==> src/sv/bole_pkg.sv <==
// Shared types and constants of the ordered list engine.
// Used by the controller, the datapath, the top level and the checker.
`timescale 1ns / 1ps
`default_nettype none

package bole_pkg;

  localparam int OP_W    = 4;
  localparam int VAL_W   = 32;
  localparam int POS_W   = 5;
  localparam int ST_W    = 3;
  localparam int LIM_W   = 5;
  localparam int CNTO_W  = 5;

  localparam logic [LIM_W-1:0] LIM_RESET = 5'd16;

  // Operation codes.
  localparam logic [OP_W-1:0] OP_INS_FRONT = 4'd0;
  localparam logic [OP_W-1:0] OP_INS_END   = 4'd1;
  localparam logic [OP_W-1:0] OP_INS_AT    = 4'd2;
  localparam logic [OP_W-1:0] OP_DEL_FRONT = 4'd3;
  localparam logic [OP_W-1:0] OP_DEL_END   = 4'd4;
  localparam logic [OP_W-1:0] OP_DEL_AT    = 4'd5;
  localparam logic [OP_W-1:0] OP_DEL_VALUE = 4'd6;
  localparam logic [OP_W-1:0] OP_REVERSE   = 4'd7;
  localparam logic [OP_W-1:0] OP_DUMP      = 4'd8;

  // Result status codes.
  localparam logic [ST_W-1:0] ST_OK       = 3'd0;
  localparam logic [ST_W-1:0] ST_FULL     = 3'd1;
  localparam logic [ST_W-1:0] ST_EMPTY    = 3'd2;
  localparam logic [ST_W-1:0] ST_BADPOS   = 3'd3;
  localparam logic [ST_W-1:0] ST_NOTFOUND = 3'd4;

  // Datapath actions, one per cycle.
  typedef enum logic [4:0] {
    ACT_NONE      = 5'd0,
    ACT_LOAD      = 5'd1,
    ACT_SET_INS   = 5'd2,
    ACT_SET_DEL   = 5'd3,
    ACT_SET_SCAN  = 5'd4,
    ACT_SET_REV   = 5'd5,
    ACT_SET_DUMP  = 5'd6,
    ACT_SHIFT     = 5'd7,
    ACT_SCAN      = 5'd8,
    ACT_INS_FIN   = 5'd9,
    ACT_DEL_FIN   = 5'd10,
    ACT_REV_RI    = 5'd11,
    ACT_REV_RJ    = 5'd12,
    ACT_REV_WI    = 5'd13,
    ACT_REV_WJ    = 5'd14,
    ACT_DUMP_RD   = 5'd15,
    ACT_DUMP_EMIT = 5'd16,
    ACT_RESULT    = 5'd17
  } act_e;

  // Which index an insert or delete works at.
  typedef enum logic [1:0] {
    K_ZERO = 2'd0,
    K_CNT  = 2'd1,
    K_POS  = 2'd2,
    K_LAST = 2'd3
  } ksel_e;

  typedef struct packed {
    act_e             act;
    ksel_e            ksel;
    logic [ST_W-1:0]  st;
  } cmd_t;

  typedef struct packed {
    logic empty;
    logic full;
    logic pos_ok;
    logic rem_zero;
    logic rem_one;
    logic hit;
    logic out_free;
  } stat_t;

endpackage

`default_nettype wire

==> src/sv/bole_ram.sv <==
// Generic single-write, single-read RAM with registered read data.
// Depends on nothing.
`timescale 1ns / 1ps
`default_nettype none

module bole_ram #(
  parameter int WIDTH = 32,
  parameter int DEPTH = 16
) (
  input  wire logic                                    clk_i,
  input  wire logic                                    we_i,
  input  wire logic [((DEPTH > 1) ? $clog2(DEPTH) : 1)-1:0] waddr_i,
  input  wire logic [WIDTH-1:0]                        wdata_i,
  input  wire logic                                    re_i,
  input  wire logic [((DEPTH > 1) ? $clog2(DEPTH) : 1)-1:0] raddr_i,
  output      logic [WIDTH-1:0]                        rdata_o
);

  logic [WIDTH-1:0] mem_q [DEPTH];

  always_ff @(posedge clk_i) begin
    if (we_i) begin
      mem_q[waddr_i] <= wdata_i;
    end
    if (re_i) begin
      rdata_o <= mem_q[raddr_i];
    end
  end

endmodule

`default_nettype wire

==> src/sv/bole_ctrl.sv <==
// Controller state machine of the ordered list engine.
// Depends on bole_pkg; drives the datapath through cmd_t and reads stat_t.
`timescale 1ns / 1ps
`default_nettype none

module bole_ctrl import bole_pkg::*; (
  input  wire logic            clk_i,
  input  wire logic            rst_ni,
  input  wire logic            in_valid_i,
  input  wire logic [OP_W-1:0] in_op_i,
  output      logic            in_ready_o,
  output      cmd_t            cmd_o,
  input  wire stat_t           stat_i
);

  typedef enum logic [11:0] {
    S_IDLE     = 12'b0000_0000_0001,
    S_DECODE   = 12'b0000_0000_0010,
    S_SHIFT    = 12'b0000_0000_0100,
    S_FIN      = 12'b0000_0000_1000,
    S_SCAN     = 12'b0000_0001_0000,
    S_REV_I    = 12'b0000_0010_0000,
    S_REV_J    = 12'b0000_0100_0000,
    S_REV_WI   = 12'b0000_1000_0000,
    S_REV_WJ   = 12'b0001_0000_0000,
    S_DUMP_RD  = 12'b0010_0000_0000,
    S_DUMP_OUT = 12'b0100_0000_0000,
    S_RESULT   = 12'b1000_0000_0000
  } state_e;

  state_e          state_q, state_d;
  logic [OP_W-1:0] op_q, op_d;
  logic [ST_W-1:0] st_q, st_d;
  logic            ins_q, ins_d;

  always_ff @(posedge clk_i or negedge rst_ni) begin
    if (!rst_ni) begin
      state_q <= S_IDLE;
      op_q    <= OP_INS_FRONT;
      st_q    <= ST_OK;
      ins_q   <= 1'b0;
    end else begin
      state_q <= state_d;
      op_q    <= op_d;
      st_q    <= st_d;
      ins_q   <= ins_d;
    end
  end

  assign in_ready_o = (state_q == S_IDLE);

  always_comb begin
    state_d     = state_q;
    op_d        = op_q;
    st_d        = st_q;
    ins_d       = ins_q;
    cmd_o.act   = ACT_NONE;
    cmd_o.ksel  = K_ZERO;
    cmd_o.st    = st_q;
    unique case (state_q)
      S_IDLE: begin
        if (in_valid_i) begin
          cmd_o.act = ACT_LOAD;
          op_d      = in_op_i;
          state_d   = S_DECODE;
        end
      end
      S_DECODE: begin
        st_d    = ST_OK;
        state_d = S_RESULT;
        unique case (op_q)
          OP_INS_FRONT, OP_INS_END, OP_INS_AT: begin
            ins_d = 1'b1;
            if (op_q == OP_INS_AT && !stat_i.pos_ok) begin
              st_d = ST_BADPOS;
            end else if (stat_i.full) begin
              st_d = ST_FULL;
            end else begin
              cmd_o.act  = ACT_SET_INS;
              cmd_o.ksel = (op_q == OP_INS_FRONT) ? K_ZERO :
                           (op_q == OP_INS_END)   ? K_CNT  : K_POS;
              state_d    = S_SHIFT;
            end
          end
          OP_DEL_FRONT, OP_DEL_END: begin
            ins_d = 1'b0;
            if (stat_i.empty) begin
              st_d = ST_EMPTY;
            end else begin
              cmd_o.act  = ACT_SET_DEL;
              cmd_o.ksel = (op_q == OP_DEL_FRONT) ? K_ZERO : K_LAST;
              state_d    = S_SHIFT;
            end
          end
          OP_DEL_AT: begin
            ins_d = 1'b0;
            if (!stat_i.pos_ok) begin
              st_d = ST_BADPOS;
            end else begin
              cmd_o.act  = ACT_SET_DEL;
              cmd_o.ksel = K_POS;
              state_d    = S_SHIFT;
            end
          end
          OP_DEL_VALUE: begin
            ins_d = 1'b0;
            if (stat_i.empty) begin
              st_d = ST_EMPTY;
            end else begin
              cmd_o.act = ACT_SET_SCAN;
              state_d   = S_SCAN;
            end
          end
          OP_REVERSE: begin
            cmd_o.act = ACT_SET_REV;
            state_d   = S_REV_I;
          end
          OP_DUMP: begin
            if (stat_i.empty) begin
              st_d = ST_EMPTY;
            end else begin
              cmd_o.act = ACT_SET_DUMP;
              state_d   = S_DUMP_RD;
            end
          end
          default: begin
            // Undefined operations just report ok.
            state_d = S_RESULT;
          end
        endcase
      end
      S_SHIFT: begin
        cmd_o.act = ACT_SHIFT;
        if (stat_i.rem_zero) begin
          state_d = S_FIN;
        end
      end
      S_FIN: begin
        cmd_o.act = ins_q ? ACT_INS_FIN : ACT_DEL_FIN;
        state_d   = S_RESULT;
      end
      S_SCAN: begin
        cmd_o.act = ACT_SCAN;
        if (stat_i.hit) begin
          state_d = S_SHIFT;
        end else if (stat_i.rem_zero) begin
          st_d    = ST_NOTFOUND;
          state_d = S_RESULT;
        end
      end
      S_REV_I: begin
        cmd_o.act = ACT_REV_RI;
        state_d   = stat_i.rem_zero ? S_RESULT : S_REV_J;
      end
      S_REV_J: begin
        cmd_o.act = ACT_REV_RJ;
        state_d   = S_REV_WI;
      end
      S_REV_WI: begin
        cmd_o.act = ACT_REV_WI;
        state_d   = S_REV_WJ;
      end
      S_REV_WJ: begin
        cmd_o.act = ACT_REV_WJ;
        state_d   = stat_i.rem_one ? S_RESULT : S_REV_J;
      end
      S_DUMP_RD: begin
        cmd_o.act = ACT_DUMP_RD;
        state_d   = S_DUMP_OUT;
      end
      S_DUMP_OUT: begin
        cmd_o.act = ACT_DUMP_EMIT;
        if (stat_i.out_free) begin
          state_d = stat_i.rem_one ? S_IDLE : S_DUMP_RD;
        end
      end
      S_RESULT: begin
        cmd_o.act = ACT_RESULT;
        if (stat_i.out_free) begin
          state_d = S_IDLE;
        end
      end
      default: begin
        state_d = S_IDLE;
      end
    endcase
  end

endmodule

`default_nettype wire

==> src/sv/bole_dp.sv <==
// Datapath of the ordered list engine: element RAM, walk pointers, count,
// limit register and the result register. Depends on bole_pkg and bole_ram.
`timescale 1ns / 1ps
`default_nettype none

module bole_dp import bole_pkg::*; #(
  parameter int CAPACITY = 16
) (
  input  wire logic              clk_i,
  input  wire logic              rst_ni,
  input  wire logic              cfg_we_i,
  input  wire logic [LIM_W-1:0]  cfg_wdata_i,
  input  wire logic [VAL_W-1:0]  in_value_i,
  input  wire logic [POS_W-1:0]  in_position_i,
  input  wire cmd_t              cmd_i,
  output      stat_t             stat_o,
  output      logic              out_valid_o,
  input  wire logic              out_ready_i,
  output      logic [ST_W-1:0]   out_status_o,
  output      logic [VAL_W-1:0]  out_element_o,
  output      logic              out_last_o,
  output      logic [CNTO_W-1:0] out_count_o
);

  localparam int CW = $clog2(CAPACITY + 1);
  localparam int IW = (CAPACITY > 1) ? $clog2(CAPACITY) : 1;
  localparam int MW = (CW > POS_W) ? CW : POS_W;

  logic [VAL_W-1:0] val_q, val_d;
  logic [POS_W-1:0] pos_q, pos_d;
  logic [CW-1:0]    cnt_q, cnt_d;
  logic [LIM_W-1:0] lim_q;
  logic [CW-1:0]    ptr_q, ptr_d;
  logic [CW-1:0]    aux_q, aux_d;
  logic [CW-1:0]    rem_q, rem_d;
  logic [IW-1:0]    pdst_q, pdst_d;
  logic             pend_q, pend_d;
  logic             dir_q, dir_d;   // high: left shift (delete)
  logic [VAL_W-1:0] tmp_q, tmp_d;

  logic              outv_q, outv_d;
  logic [ST_W-1:0]   ost_q, ost_d;
  logic [VAL_W-1:0]  oel_q, oel_d;
  logic              olast_q, olast_d;
  logic [CNTO_W-1:0] ocnt_q, ocnt_d;

  logic             ram_we, ram_re;
  logic [IW-1:0]    ram_waddr, ram_raddr;
  logic [VAL_W-1:0] ram_wdata, ram_rdata;

  logic [MW-1:0] cnt_ext, pos_ext, lim_ext, cap_ext;
  logic [CW-1:0] k;
  logic [CW-1:0] ptr_inc;
  logic          out_free, hit;

  bole_ram #(
    .WIDTH (VAL_W),
    .DEPTH (CAPACITY)
  ) u_ram (
    .clk_i   (clk_i),
    .we_i    (ram_we),
    .waddr_i (ram_waddr),
    .wdata_i (ram_wdata),
    .re_i    (ram_re),
    .raddr_i (ram_raddr),
    .rdata_o (ram_rdata)
  );

  assign cnt_ext  = MW'(cnt_q);
  assign pos_ext  = MW'(pos_q);
  assign lim_ext  = MW'(lim_q);
  assign cap_ext  = MW'(CAPACITY);
  assign out_free = !outv_q || out_ready_i;
  assign hit      = pend_q && (ram_rdata == val_q);
  assign ptr_inc  = ptr_q + CW'(1);

  always_comb begin
    unique case (cmd_i.ksel)
      K_ZERO:  k = '0;
      K_CNT:   k = cnt_q;
      K_POS:   k = CW'(pos_ext - MW'(1));
      K_LAST:  k = cnt_q - CW'(1);
      default: k = '0;
    endcase
  end

  assign stat_o.empty    = (cnt_q == '0);
  assign stat_o.full     = (cnt_ext >= lim_ext) || (cnt_ext >= cap_ext);
  assign stat_o.pos_ok   = (pos_ext != '0) && (pos_ext <= cnt_ext);
  assign stat_o.rem_zero = (rem_q == '0);
  assign stat_o.rem_one  = (rem_q == CW'(1));
  assign stat_o.hit      = hit;
  assign stat_o.out_free = out_free;

  always_comb begin
    val_d     = val_q;
    pos_d     = pos_q;
    cnt_d     = cnt_q;
    ptr_d     = ptr_q;
    aux_d     = aux_q;
    rem_d     = rem_q;
    pdst_d    = pdst_q;
    pend_d    = pend_q;
    dir_d     = dir_q;
    tmp_d     = tmp_q;
    ost_d     = ost_q;
    oel_d     = oel_q;
    olast_d   = olast_q;
    ocnt_d    = ocnt_q;
    outv_d    = out_ready_i ? 1'b0 : outv_q;
    ram_we    = 1'b0;
    ram_re    = 1'b0;
    ram_waddr = pdst_q;
    ram_wdata = ram_rdata;
    ram_raddr = ptr_q[IW-1:0];
    unique case (cmd_i.act)
      ACT_NONE: begin
      end
      ACT_LOAD: begin
        val_d = in_value_i;
        pos_d = in_position_i;
      end
      ACT_SET_INS: begin
        // Move entries cnt-1 down to k one place right, then write at k.
        aux_d  = k;
        ptr_d  = cnt_q - CW'(1);
        rem_d  = cnt_q - k;
        dir_d  = 1'b0;
        pend_d = 1'b0;
      end
      ACT_SET_DEL: begin
        ptr_d  = k + CW'(1);
        rem_d  = cnt_q - CW'(1) - k;
        dir_d  = 1'b1;
        pend_d = 1'b0;
      end
      ACT_SET_SCAN, ACT_SET_DUMP: begin
        ptr_d  = '0;
        rem_d  = cnt_q;
        pend_d = 1'b0;
      end
      ACT_SET_REV: begin
        ptr_d = '0;
        aux_d = cnt_q - CW'(1);
        rem_d = cnt_q >> 1;
      end
      ACT_SHIFT: begin
        // Read one entry per cycle; the entry read last cycle is written
        // to its new place in this one.
        ram_we = pend_q;
        if (rem_q != '0) begin
          ram_re = 1'b1;
          pdst_d = dir_q ? (ptr_q[IW-1:0] - IW'(1)) : (ptr_q[IW-1:0] + IW'(1));
          ptr_d  = dir_q ? ptr_inc : (ptr_q - CW'(1));
          rem_d  = rem_q - CW'(1);
          pend_d = 1'b1;
        end else begin
          pend_d = 1'b0;
        end
      end
      ACT_SCAN: begin
        if (hit) begin
          // Match found: set up the left shift that removes it.
          ptr_d  = CW'(pdst_q) + CW'(1);
          rem_d  = cnt_q - CW'(1) - CW'(pdst_q);
          dir_d  = 1'b1;
          pend_d = 1'b0;
        end else if (rem_q != '0) begin
          ram_re = 1'b1;
          pdst_d = ptr_q[IW-1:0];
          ptr_d  = ptr_inc;
          rem_d  = rem_q - CW'(1);
          pend_d = 1'b1;
        end else begin
          pend_d = 1'b0;
        end
      end
      ACT_INS_FIN: begin
        ram_we    = 1'b1;
        ram_waddr = aux_q[IW-1:0];
        ram_wdata = val_q;
        cnt_d     = cnt_q + CW'(1);
      end
      ACT_DEL_FIN: begin
        cnt_d = cnt_q - CW'(1);
      end
      ACT_REV_RI, ACT_DUMP_RD: begin
        ram_re = 1'b1;
      end
      ACT_REV_RJ: begin
        tmp_d     = ram_rdata;
        ram_re    = 1'b1;
        ram_raddr = aux_q[IW-1:0];
      end
      ACT_REV_WI: begin
        ram_we    = 1'b1;
        ram_waddr = ptr_q[IW-1:0];
      end
      ACT_REV_WJ: begin
        ram_we    = 1'b1;
        ram_waddr = aux_q[IW-1:0];
        ram_wdata = tmp_q;
        ptr_d     = ptr_inc;
        aux_d     = aux_q - CW'(1);
        rem_d     = rem_q - CW'(1);
        // Start reading the next low-side entry while this pair finishes.
        ram_re    = (rem_q != CW'(1));
        ram_raddr = ptr_inc[IW-1:0];
      end
      ACT_DUMP_EMIT: begin
        if (out_free) begin
          outv_d  = 1'b1;
          ost_d   = ST_OK;
          oel_d   = ram_rdata;
          olast_d = (rem_q == CW'(1));
          ocnt_d  = cnt_ext[CNTO_W-1:0];
          ptr_d   = ptr_inc;
          rem_d   = rem_q - CW'(1);
        end
      end
      ACT_RESULT: begin
        if (out_free) begin
          outv_d  = 1'b1;
          ost_d   = cmd_i.st;
          oel_d   = '0;
          olast_d = 1'b1;
          ocnt_d  = cnt_ext[CNTO_W-1:0];
        end
      end
      default: begin
      end
    endcase
  end

  always_ff @(posedge clk_i or negedge rst_ni) begin
    if (!rst_ni) begin
      cnt_q  <= '0;
      lim_q  <= LIM_RESET;
      rem_q  <= '0;
      pend_q <= 1'b0;
      dir_q  <= 1'b0;
      outv_q <= 1'b0;
    end else begin
      cnt_q  <= cnt_d;
      if (cfg_we_i) begin
        lim_q <= cfg_wdata_i;
      end
      rem_q  <= rem_d;
      pend_q <= pend_d;
      dir_q  <= dir_d;
      outv_q <= outv_d;
    end
  end

  always_ff @(posedge clk_i) begin
    val_q   <= val_d;
    pos_q   <= pos_d;
    ptr_q   <= ptr_d;
    aux_q   <= aux_d;
    pdst_q  <= pdst_d;
    tmp_q   <= tmp_d;
    ost_q   <= ost_d;
    oel_q   <= oel_d;
    olast_q <= olast_d;
    ocnt_q  <= ocnt_d;
  end

  assign out_valid_o   = outv_q;
  assign out_status_o  = ost_q;
  assign out_element_o = oel_q;
  assign out_last_o    = olast_q;
  assign out_count_o   = ocnt_q;

endmodule

`default_nettype wire

==> src/sv/bounded_ordered_list_engine.sv <==
// Channel   Dir  Handshake                          Payload
// config    in   cfg_we_i                           cfg_wdata_i: max_entries
// request   in   s_axis_tvalid_i / s_axis_tready_o  s_axis_tdata_i: op, value, position
// result    out  m_axis_tvalid_o / m_axis_tready_i  m_axis_tdata_o, m_axis_tlast_o
//
// One request at a time; it is decoded, then walks over the element RAM (one
// read and one write per cycle): inserts move entries from index k on one
// place right, deletes those after k one place left (k zero-based), delete by
// value scans then shifts, reverse swaps pairs, dump reads each element; refused
// ones go straight to the result. Reset clears the count and restores the
// limit to 16. A stalled result register holds a dump walk until it is taken.
// Ordered list top level; depends on bole_pkg, bole_ctrl and bole_dp.
`timescale 1ns / 1ps
`default_nettype none

module bounded_ordered_list_engine import bole_pkg::*; #(
  parameter int CAPACITY = 16
) (
  input  wire logic             clk_i,
  input  wire logic             rst_ni,
  input  wire logic             cfg_we_i,
  input  wire logic [LIM_W-1:0] cfg_wdata_i,     // max_entries
  input  wire logic             s_axis_tvalid_i,
  output      logic             s_axis_tready_o,
  input  wire logic [47:0]      s_axis_tdata_i,  // op[3:0], value[35:4], position[40:36]
  output      logic             m_axis_tvalid_o,
  input  wire logic             m_axis_tready_i,
  output      logic [39:0]      m_axis_tdata_o,  // status[2:0], element[34:3], count[39:35]
  output      logic             m_axis_tlast_o
);

  cmd_t              cmd;
  stat_t             stat;
  logic [ST_W-1:0]   out_status;
  logic [VAL_W-1:0]  out_element;
  logic [CNTO_W-1:0] out_count;

  bole_ctrl u_ctrl (
    .clk_i      (clk_i),
    .rst_ni     (rst_ni),
    .in_valid_i (s_axis_tvalid_i),
    .in_op_i    (s_axis_tdata_i[3:0]),
    .in_ready_o (s_axis_tready_o),
    .cmd_o      (cmd),
    .stat_i     (stat)
  );

  bole_dp #(
    .CAPACITY (CAPACITY)
  ) u_dp (
    .clk_i         (clk_i),
    .rst_ni        (rst_ni),
    .cfg_we_i      (cfg_we_i),
    .cfg_wdata_i   (cfg_wdata_i),
    .in_value_i    (s_axis_tdata_i[35:4]),
    .in_position_i (s_axis_tdata_i[40:36]),
    .cmd_i         (cmd),
    .stat_o        (stat),
    .out_valid_o   (m_axis_tvalid_o),
    .out_ready_i   (m_axis_tready_i),
    .out_status_o  (out_status),
    .out_element_o (out_element),
    .out_last_o    (m_axis_tlast_o),
    .out_count_o   (out_count)
  );

  assign m_axis_tdata_o = {out_count, out_element, out_status};

endmodule

`default_nettype wire

==> config.mk <==
export PLATFORM = sky130hd
export DESIGN_NAME = bounded_ordered_list_engine
export DESIGN_NICKNAME = d
export VERILOG_FILES = /design/src/sv/bole_pkg.sv /design/src/sv/bole_ram.sv /design/src/sv/bole_ctrl.sv /design/src/sv/bole_dp.sv /design/src/sv/bounded_ordered_list_engine.sv
export SDC_FILE = /design/constraint.sdc
export NUM_CORES = 1
export LEC_CHECK = 0
export BUFFER_PORTS_ARGS = -buffer_cell sky130_fd_sc_hd__buf_2
export CAP_MARGIN = 20
export CORE_MARGIN = 3
export CORE_UTILIZATION = 25
export DETAILED_ROUTE_END_ITERATION = 8
export GPL_TIMING_DRIVEN = 0
export PLACE_DENSITY = 0.5
export SKIP_LAST_GASP = 1
export SLEW_MARGIN = 20
export SYNTH_ARGS = -nofsm -noshare
export SYNTH_HDL_FRONTEND = slang
export SYNTH_SLANG_ARGS = --single-unit
==> constraint.sdc <==
create_clock -name clk_i -period 6.9 [get_ports clk_i]
set_input_delay 1.035 -clock clk_i [delete_from_list [all_inputs] [get_ports clk_i]]
set_output_delay 1.035 -clock clk_i [all_outputs]
set_load 0.1 [all_outputs]
Word-level counts from Yosys, hierarchy flattened
Memory sizes are Yosys's and may differ from the RTL's. A register that Yosys moved wholly into a read port is not among the register bits. Cells that the tools add are included.

$add $sub $neg: 14. $mul: 0. Divide/modulo/power cells: 0. Order comparisons: 3. Equality and inequality tests: 57. Shift-type cells: 0. Muxes and demuxes: 83. Bitwise gates (word level): 0. Reduce and logical (&&, ||, !) cells: 44.

Operator list (count): 12-bit 2-to-1 mux (14); 12-bit case mux with 12 select lines (1); 32-bit case mux with 2 select lines (2); 12-bit case mux with 6 select lines (1); 32-bit 2-to-1 mux (2); 5-bit case mux with 12 select lines (1); 5-bit by 4-bit == test with 1-bit output, second input constant (8); 5-bit 2-to-1 mux (8); 5-bit case mux with 8 select lines (1); 5-bit case mux with 7 select lines (1); 32-bit == test (1); 5-bit case mux with 6 select lines (1); 4-bit 2-to-1 mux (7); 5-bit by 1-bit subtractor with 5-bit output, second input constant (5); 4-bit case mux with 2 select lines (3); 3-bit 2-to-1 mux (7); 5-bit by 3-bit == test with 1-bit output, second input constant (4); 5-bit case mux with 4 select lines (1); 2-bit by 1-bit != test with 1-bit output, second input constant (9); 4-bit by 3-bit == test with 1-bit output, second input constant (4); 5-bit by 1-bit adder with 5-bit output, second input constant (3); 5-bit case mux with 3 select lines (1); 2-bit 2-to-1 mux (7); 12-bit by 1-bit == test with 1-bit output, second input constant (1); 58 further kinds (108).

Flip-flop bits (word level): 162. Bits in latches: 0. RAM bits: 512. Memory bits (read-only): 0. Word-level logic and storage cells: 222. Memories kept: 1.

Memories: u_dp.u_ram.mem_q (words 16, width 32, rd ports 1, clocked after Yosys merged registers in 1, wr ports 1, RTL line bole_ram.sv:19) `logic [WIDTH-1:0] mem_q [DEPTH];`.

Longest topological paths before layout
Gate-level depths: netlist of the first run.

Word-level depth: 12. Mapped depth: 22.

Cells and area by module
A second synthesis of the first run with hierarchy kept.

Cells, all modules: 1773. Area, all modules: 29808.6 um2.

By module, submodules not included: bole_ram (instances 1, cells an instance 838, area an instance 20155.6 um2, seq. area each 16335.7 um2); bole_dp (instances 1, cells an instance 736, area an instance 8005.2 um2, seq. area each 4115.2 um2); bole_ctrl (instances 1, cells an instance 199, area an instance 1647.8 um2, seq. area each 501.7 um2).

Worst setup path after synthesis of the first run
No wires, ideal clock.

Kind: reg2reg. From: register u_ctrl.state_q[5]. To: register u_dp.rem_q[4]. Arrival time: 4911 ps. Data required time: 6770 ps. Slack: 1860 ps. Stages on the path, launching flop included: 21. Path buffers: 3. Clock period less this slack: 5040 ps. Path through: dfrtp_1 > buf_2 > nor4_2 > buf_2 > and4_1 > and2_1 > buf_2 > or4b_1 > a31oi_1 > nand2b_1 > xnor2_1 > ha_1 > fa_1 > nor2b_1 > o21ai_0 > nand2b_1 > xnor2_1 > nand3_1 > and3b_1 > o21ai_0 > a31oi_1.

Longest elaborated chain between the ends: 6. Elaborated cells between the ends (all ways): 35. Those cells by class: 2 x add/sub; 25 x eq/ne; 4 x mux; 4 x reduce/logical.

Ends and longest elaborated chain: from (decl) (RTL line bole_ctrl.sv:31) `state_e state_q, state_d;`; from (signal assigned) (RTL line bole_ctrl.sv:43) `state_q <= state_d;`; 12-bit by 1-bit == test with 1-bit output *; named net s_axis_tready_o (RTL line bounded_ordered_list_engine.sv:24) `output logic s_axis_tready_o,`; 5-bit case mux with 12 select lines * (RTL line bole_ctrl.sv:60) `unique case (state_q)`; 5-bit by 3-bit == test with 1-bit output (RTL line bole_dp.sv:116) `unique case (cmd_i.act)`; 2-bit OR reduction (RTL line bole_dp.sv:116); 8-bit nonzero test (no line); 2-bit AND reduction (no line); to (signal assigned) (RTL line bole_dp.sv:248) `rem_q <= rem_d;`; to (decl) (RTL line bole_dp.sv:35) `logic [CW-1:0] rem_q, rem_d;`.

The timed path passes the listed nets; every way through them passes the cells marked *. A chain may end at the register's enable or synchronous reset.

Worst setup path in the final report of the first run
From: register u_dp.cnt_q[2], in the netlist u_dp.cnt_ext[2]. To: register u_dp.rem_q[4].

Longest elaborated chain between the ends: 11. Elaborated cells between the ends (all ways): 42. Those cells by class: 4 x add/sub; 3 x order compare; 13 x eq/ne; 13 x mux; 9 x reduce/logical.

Ends and longest elaborated chain: from (decl) (RTL line bole_dp.sv:31) `logic [CW-1:0] cnt_q, cnt_d;`; from (signal assigned) (RTL line bole_dp.sv:244) `cnt_q <= cnt_d;`; 5-bit less-or-equal comparator (RTL line bole_dp.sv:89) `assign stat_o.pos_ok = (pos_ext != '0) && (pos_ext <= cnt_ext);`; 1-bit logical AND (RTL line bole_dp.sv:89); 1-bit zero test (RTL line bole_ctrl.sv:74) `if (op_q == OP_INS_AT && !stat_i.pos_ok) begin`; 1-bit logical AND (RTL line bole_ctrl.sv:74); 7-bit 2-to-1 mux (RTL line bole_ctrl.sv:74); 2-bit case mux with 3 select lines or 5-bit case mux with 6 select lines (tied branches) (RTL line bole_ctrl.sv:71) `unique case (op_q)`; 2-bit 2-to-1 mux or 5-bit case mux with 12 select lines (tied branches) (RTL line bole_ctrl.sv:60); 2-bit == test (tied with other cells) (RTL line bole_dp.sv:78) `unique case (cmd_i.ksel)`; 5-bit case mux with 4 select lines or 2-bit OR reduction (tied branches) (RTL line bole_dp.sv:78, bole_dp.sv:116); 5-bit subtractor (tied with other cells) (RTL line bole_dp.sv:133) `rem_d = cnt_q - CW'(1) - k;`; 5-bit case mux with 8 select lines or 2-bit AND reduction (tied branches).

Several ways; a longest one is shown, not always the timed one.

==> results of run 1 <==
[registers in the layout, summed over array words and instances, names as in the netlist, 3 cells and up]
signal,count
u_dp.cnt_ext,5
u_dp.pdst_q,4
u_dp.out_status_o,3
u_dp.pos_ext,5
u_ctrl.op_q,4
u_dp.tmp_q,32
u_dp.out_count_o,5
u_dp.u_ram.rdata_o,32
u_dp.ptr_q,4
u_dp.out_element_o,32
u_dp.rem_q,5
u_dp.aux_q,4
u_ctrl.st_q,3
u_dp.u_ram.mem_q,512
u_ctrl.state_q,12
u_dp.val_q,32
u_dp.lim_ext,5
[power by group through the flow]
| stage | clock network [mW] | registers [mW] | logic, mW |
|---|---|---|---|
| 4_1_cts | 4.28 | 5.04 | 2.46 |
| 2_1_floorplan | 0 | 5.16 | 1.62 |
| 6_report | 4.20 | 5.05 | 2.47 |
| 3_5_place_dp | 0 | 5.13 | 2.43 |
| 5_1_grt | 4.46 | 5.06 | 2.66 |
| 3_3_place_gp | 0 | 5.14 | 2.39 |
[cell usage in the layout, fill, tap and decap left out, types with 40 or more instances in the layout]
cell type and instances:
edfxtp_1 666, mux2i_1 260, nand2_1 137, o22ai_1 136
buf_2 122, clkbuf_16 77, clkbuf_1 60, xnor2_1 58
inv_1 46, nor2_1 46, and2_1 41, o21ai_0 40
[worst paths after layout]
check                                 from                  end  slack (ns)  depth (start not counted)
setup / recovery           u_dp.cnt_ext[2]        u_dp.rem_q[4]        0.97                         21
hold / removal             u_dp.cnt_ext[2]  u_dp.out_count_o[2]        0.48                          0
setup reg to reg           u_dp.cnt_ext[2]        u_dp.rem_q[4]        0.97                         21
hold reg to reg            u_dp.cnt_ext[2]  u_dp.out_count_o[2]        0.48                          0
max in group asynchronous           rst_ni           u_dp.dir_q        5.72                          1
min in group asynchronous           rst_ni      u_dp.lim_ext[1]        0.56                          1
[Yosys cell counts, types with 5 or more instances]
library cell / n / share of area (%)
a31oi_1: 6 / 0.13
nor2_1: 63 / 0.79
a21o_1: 14 / 0.35
nand3_1: 26 / 0.44
buf_4: 8 / 0.20
a221oi_1: 5 / 0.15
o21ai_1: 5 / 0.084
inv_1: 46 / 0.58
a21oi_1: 35 / 0.59
nand4_1: 18 / 0.38
nor3_1: 15 / 0.25
a22oi_1: 34 / 0.85
a211oi_1: 9 / 0.23
ha_1: 32 / 1.3
nor4_1: 8 / 0.17
clkbuf_1: 46 / 0.58
nor2b_1: 11 / 0.23
xor2_1: 15 / 0.44
o22ai_1: 136 / 2.8
mux2i_1: 260 / 8.7
nand2b_1: 11 / 0.23
buf_6: 13 / 0.49
dfrtp_1: 36 / 3.0
buf_2: 31 / 0.52
xnor2_1: 58 / 1.7
nand4b_1: 5 / 0.15
and2_1: 41 / 0.86
nand2_1: 137 / 1.7
or4_1: 34 / 0.85
edfxtp_1: 666 / 67
o21ai_0: 40 / 0.67
o221ai_1: 10 / 0.29
and3_1: 10 / 0.21
or2_2: 7 / 0.15
[layer usage]
layer	vias up	share of wire, %	routed length, µm	global-route usage (%)
li1	8094	-	-	-
met1	9385	45	40590	19.99
met2	741	46	41470	23.13
met3	131	7.0	6313	2.604
met4	0	2.2	2020	3.698
met5	-	0	0	0
[kinds of logic (layout without fill, tap and decap cells)]
group	after synthesis	after routing	synth area share (%)
compound gates	334	334	7.487
xor+xnor	73	73	2.141
fa+ha+maj	35	35	1.542
buf+inv	147	417	2.405
flops	704	704	70.16
mux	265	265	8.941
other cells	0	1	0
simple gates	413	413	7.320
[cell type report]
cell class	count	area share [%]
flip-flops and latches	704	58.35
multi-input cells	1120	23.18
clock buffers	93	5.534
well taps	1536	5.352
repair buffers	132	3.913
clock inverters	45	1.634
plain buffers	99	1.519
inverters	48	0.5018
diodes	1	0.006969
==> run summary, run 1 <==
Status -> finished clean
Worst-Margin Slew -> 1.097 ns
Fmax -> 168.5 MHz
Worst Path Arrival -> 6.43 ns
Synth cell types -> 75
Post-synth design cell area -> 0.02986 mm²
Setup WS pre-CTS -> 1.177 ns
Fraction of layout instances using a drive strength above 1 -> 15.35%
Overall Power -> 11.72 mW
# fillers -> 11.72k
Total grt overflow -> 0
CTS Buffer Depth -> 3
Via density -> 4.857
Final WS setup -> 0.9657 ns
Core Area -> 0.1182 mm²
Total track usage -> 14.38%
Setup crit end kind -> flip-flop
Post-Syn Nets -> 2064
Final setup viols -> 0
Hold Fails Final Rpt -> 0
First-pass GRT wire length -> 129.3 mm
RSZ-0062 raised after global routing -> false
Cell mode on critical path -> o21ai_0
Sequential Power Share -> 43.1%
Routed length per instance -> 23.93 µm
Worst Setup Path Type -> flip-flop to flip-flop
Slew Limit Fails -> 0
Normalized max-slew margin -> 26.88%
Critical path's top delay family -> compound AO/OA/AOI/OAI gates
Post-CTS Hold Fix Bufs -> 0
First drt pass iteration count -> 6
FF/Latch Area -> 0.02095 mm²
Post-Route WL -> 90.39 mm
Fin nets -> 2274
Clk_lat worst skew -> 0.65 ns
Sw Ratio -> 30.19%
Area grow syn2layout -> 20.24%
Post-cts gate resize count -> 0
Peak VDD IR -> 0.0002696 V
Min Clock Period, post-route -> 5.934 ns
Post-layout util -> 30.37%
Ports -> 101
DRT antenna net count -> 0
Via Count -> 18.35k
Setup Skew -> 0.04581 ns
Initial core utilization -> 25.26%
RD Place Congestion -> 0.8557
Leak Pwr -> 12.53 nW
Clock Sinks -> 704
DRC Markers -> 0
Largest net degree at the start of global routing -> 45
CP Cell Sequence -> clkbuf_1, clkinv_1, ha_1, a211oi_1, o221ai_1, a32o_1, clkbuf_1, a211o_1, and3_1, o21ai_0, inv_1, ha_1, fa_1, nor2b_1, o21ai_0, nand2b_1, xnor2_1, nand3_1, and3b_1, o21ai_0, a31oi_1
Comb pwr share -> 21.1%
DP Area -> 0.03331 mm²
Int Pwr -> 8.180 mW
Initial antenna violation count -> 5
Post-CTS setup buffers -> 0
Port Buf Inserts -> 92
Async SR Flop Fraction -> 5.398%
Post-layout instance area -> 0.03591 mm²
Die H -> 351.6 µm
H-tree levels -> 3
Bufs and invs on worst path -> 4
Hold Crit Class -> flip-flop to flip-flop
Clock power frac -> 35.9%
Detailed router's first-iteration violation count -> 1965
Seq cells post-synth -> 704
Post-DP HPWL -> 62.35 mm
Setup TNS Final -> 0 ns
Fin Hold WS -> 0.4796 ns
Num CTS Buffers -> 76
Post-synth EDFFs -> 666
Worst EP required -> 7.40 ns
Register area share after synthesis -> 70.16%
Number of global-route vias before repair -> 18.24k
Part of the cycle the worst path needs -> 86.00%
Site Rows -> 126
MaxCap Viol Count -> 0
Pwr dens -> 326.3 mW/mm²
Post-Synthesis Mean Instance Area -> 15.15 µm²
Final std cells w/o fill -> 3778
Switch Pwr -> 3.537 mW
Die ar. -> 0.1236 mm²
Warning count from the yosys run -> 0
CP max-delay cell -> o21ai_0
TritonCTS clock tree -> yes
Max FO, Critical Path -> 9
Placed instance count -> 3638
Max incr delay on CP -> 0.65 ns
Die W -> 351.6 µm
Clock root cell -> clkbuf_16
Multi-input logic area -> 0.008324 mm²
Clock Pin Slew Worst Setup and Hold Paths -> 0.06 ns
Crit start category -> flip-flop
Cell count after synthesis -> 1971
Main synth FF type -> edfxtp_1
No activity file was read; power rests on OpenSTA's default activity.
==> run 2, diff against run 1 <==
- BUFFER_PORTS_ARGS: -buffer_cell sky130_fd_sc_hd__buf_2 -> -buffer_cell sky130_fd_sc_hd__buf_4
==> run summary, run 2 (same netlist as run 1, synthesis figures left out) <==
Post-cts gate resize count -> 0
Initial antenna violation count -> 1
Setup TNS Final -> 0 ns
Die W -> 351.6 µm
Fin Hold WS -> 0.3919 ns
Post-DP HPWL -> 62.06 mm
Final std cells w/o fill -> 3774
Most frequent cells in the layout -> 666 x edfxtp_1, 260 x mux2i_1, 137 x nand2_1
Part of the cycle the worst path needs -> 83.83%
Gr busiest metal -> met2
Clk_lat worst skew -> 0.66 ns
Post-CTS Hold Fix Bufs -> 0
Met2 usage -> 23.46%
Overall Power -> 11.70 mW
Slew Limit Fails -> 0
Total track usage -> 14.53%
RR Startpoint -> u_dp.cnt_ext[2]
Setup crit end kind -> flip-flop
Normalized max-slew margin -> 25.95%
Via density -> 4.821
Final setup viols -> 0
Min Clock Period, post-route -> 5.784 ns
DRT antenna net count -> 0
Worst Setup Path Type -> flip-flop to flip-flop
Largest net degree at the start of global routing -> 45
Leak Pwr -> 12.54 nW
Post-Route WL -> 91.20 mm
Top reg by flops -> u_dp.u_ram.mem_q
Post-layout instance area -> 0.03596 mm²
Post-layout util -> 30.41%
CP Cell Sequence -> clkbuf_1, clkinv_1, ha_1, a211oi_1, o221ai_1, a32o_1, clkbuf_1, a211oi_1, nor4_1, o21ai_0, inv_1, fa_1, nor2b_1, o21ai_0, nand2b_1, xnor2_1, nand3_1, and3b_1, o21ai_0, a31oi_1
Setup WS pre-CTS -> 1.205 ns
DRC Markers -> 0
DP Area -> 0.03342 mm²
H-tree levels -> 3
Die H -> 351.6 µm
Most common cell after layout, fill and taps aside -> edfxtp_1
Ports -> 101
Routed length per instance -> 24.16 µm
Max incr delay on CP -> 0.65 ns
Pwr dens -> 325.3 mW/mm²
Detailed router's first-iteration violation count -> 1802
# fillers -> 11.66k
RSZ-0062 raised after global routing -> false
R2R Setup Slk -> 1.12 ns
Via Count -> 18.19k
Max reg flops -> 512
Post-CTS setup buffers -> 0
Clock root cell -> clkbuf_16
TritonCTS clock tree -> yes
Clock Pin Slew Worst Setup and Hold Paths -> 0.06 ns
Multi-input logic area -> 0.008324 mm²
R2R depth -> 20
Worst-Margin Slew -> 1.103 ns
RD Place Congestion -> 0.8524
Fmax -> 172.9 MHz
Hold Fails Final Rpt -> 0
Fraction of layout instances using a drive strength above 1 -> 15.37%
Total grt overflow -> 0
FF/Latch Area -> 0.02095 mm²
RR Endpoint -> u_dp.rem_q[4]
Clock Sinks -> 704
Port Buf Inserts -> 92
Hold Crit Class -> input pin to async pin
Diode count -> 0
Peak VDD IR -> 0.0002052 V
Placed instance count -> 3635
Met1 usage -> 20.48%
Core Area -> 0.1182 mm²
Final WS setup -> 1.116 ns
CTS Buffer Depth -> 3
Worst Path Arrival -> 6.28 ns
Status -> finished clean
Cell mode on critical path -> o21ai_0
Worst EP required -> 7.40 ns
CP max-delay cell -> o21ai_0
Num CTS Buffers -> 75
MaxCap Viol Count -> 0
Max FO, Critical Path -> 9
First-pass GRT wire length -> 129.8 mm
Area grow syn2layout -> 20.43%
Die ar. -> 0.1236 mm²
Number of global-route vias before repair -> 17.95k
Setup Skew -> 0.04994 ns
Fin nets -> 2269
First drt pass iteration count -> 8
Initial core utilization -> 25.26%
Crit start category -> flip-flop
M3 GR Usage -> 2.340%
Site Rows -> 126
## run 2: cell count changes in the layout (fill, tap and decap cells not counted), sizes merged
| cell | change |
|---|---|
| buf | -4 |
| bufinv | -1 |
| clkinv | +1 |
| diode | -1 |
| clkinvlp | +2 |
| inv | +3 |
| clkbuf | -4 |
## run 2: where the power goes
part / total, mW / switching (mW) / internal (mW)
registers: 5.04 / 0.162 / 4.88
logic: 2.49 / 1.62 / 0.862
clock network: 4.17 / 1.77 / 2.39
## run 2: final cells by class
type / count / share of cell area, %
flip-flops and latches: 704 / 58.26
multi-input cells: 1120 / 23.15
clock buffers: 89 / 5.421
well taps: 1536 / 5.344
repair buffers: 128 / 4.179
clock inverters: 50 / 1.621
plain buffers: 99 / 1.524
inverters: 48 / 0.5010
## run 2: how the worst max path moves through the flow
stage / from / end / slack [ns] / cells after the start
final: u_dp.cnt_ext[2] / u_dp.rem_q[4] / 1.12 / 20
after global routing: u_dp.cnt_ext[2] / u_dp.rem_q[4] / 0.76 / 20
after CTS: u_dp.cnt_ext[2] / u_dp.rem_q[4] / 1.20 / 20
after detailed placement: u_dp.cnt_ext[2] / u_dp.rem_q[4] / 1.21 / 20
after global placement: u_ctrl.state_q[6] / u_dp.u_ram.mem_q[13][22] / -0.29 / 7
after floorplan: u_ctrl.state_q[5] / u_dp.rem_q[4] / 1.86 / 20
## run 2: layer usage
| metal | wire length, µm | up-vias |
|---|---|---|
| li1 | - | 8103 |
| met1 | 41150 | 9240 |
| met2 | 42340 | 726 |
| met3 | 5966 | 125 |
| met4 | 1749 | 0 |
| met5 | 0 | - |
## run 2: worst max-delay path, delay by kind of cell (launching register included)
kind	cells	cell delay, ns
AND/OR/NAND/NOR	5	0.63
XOR/XNOR	1	0.15
buffers and inverters	4	1.32
flip-flops	1	0.37
adder cells (fa/ha/maj)	2	0.87
AO/OA/AOI/OAI	8	2.32
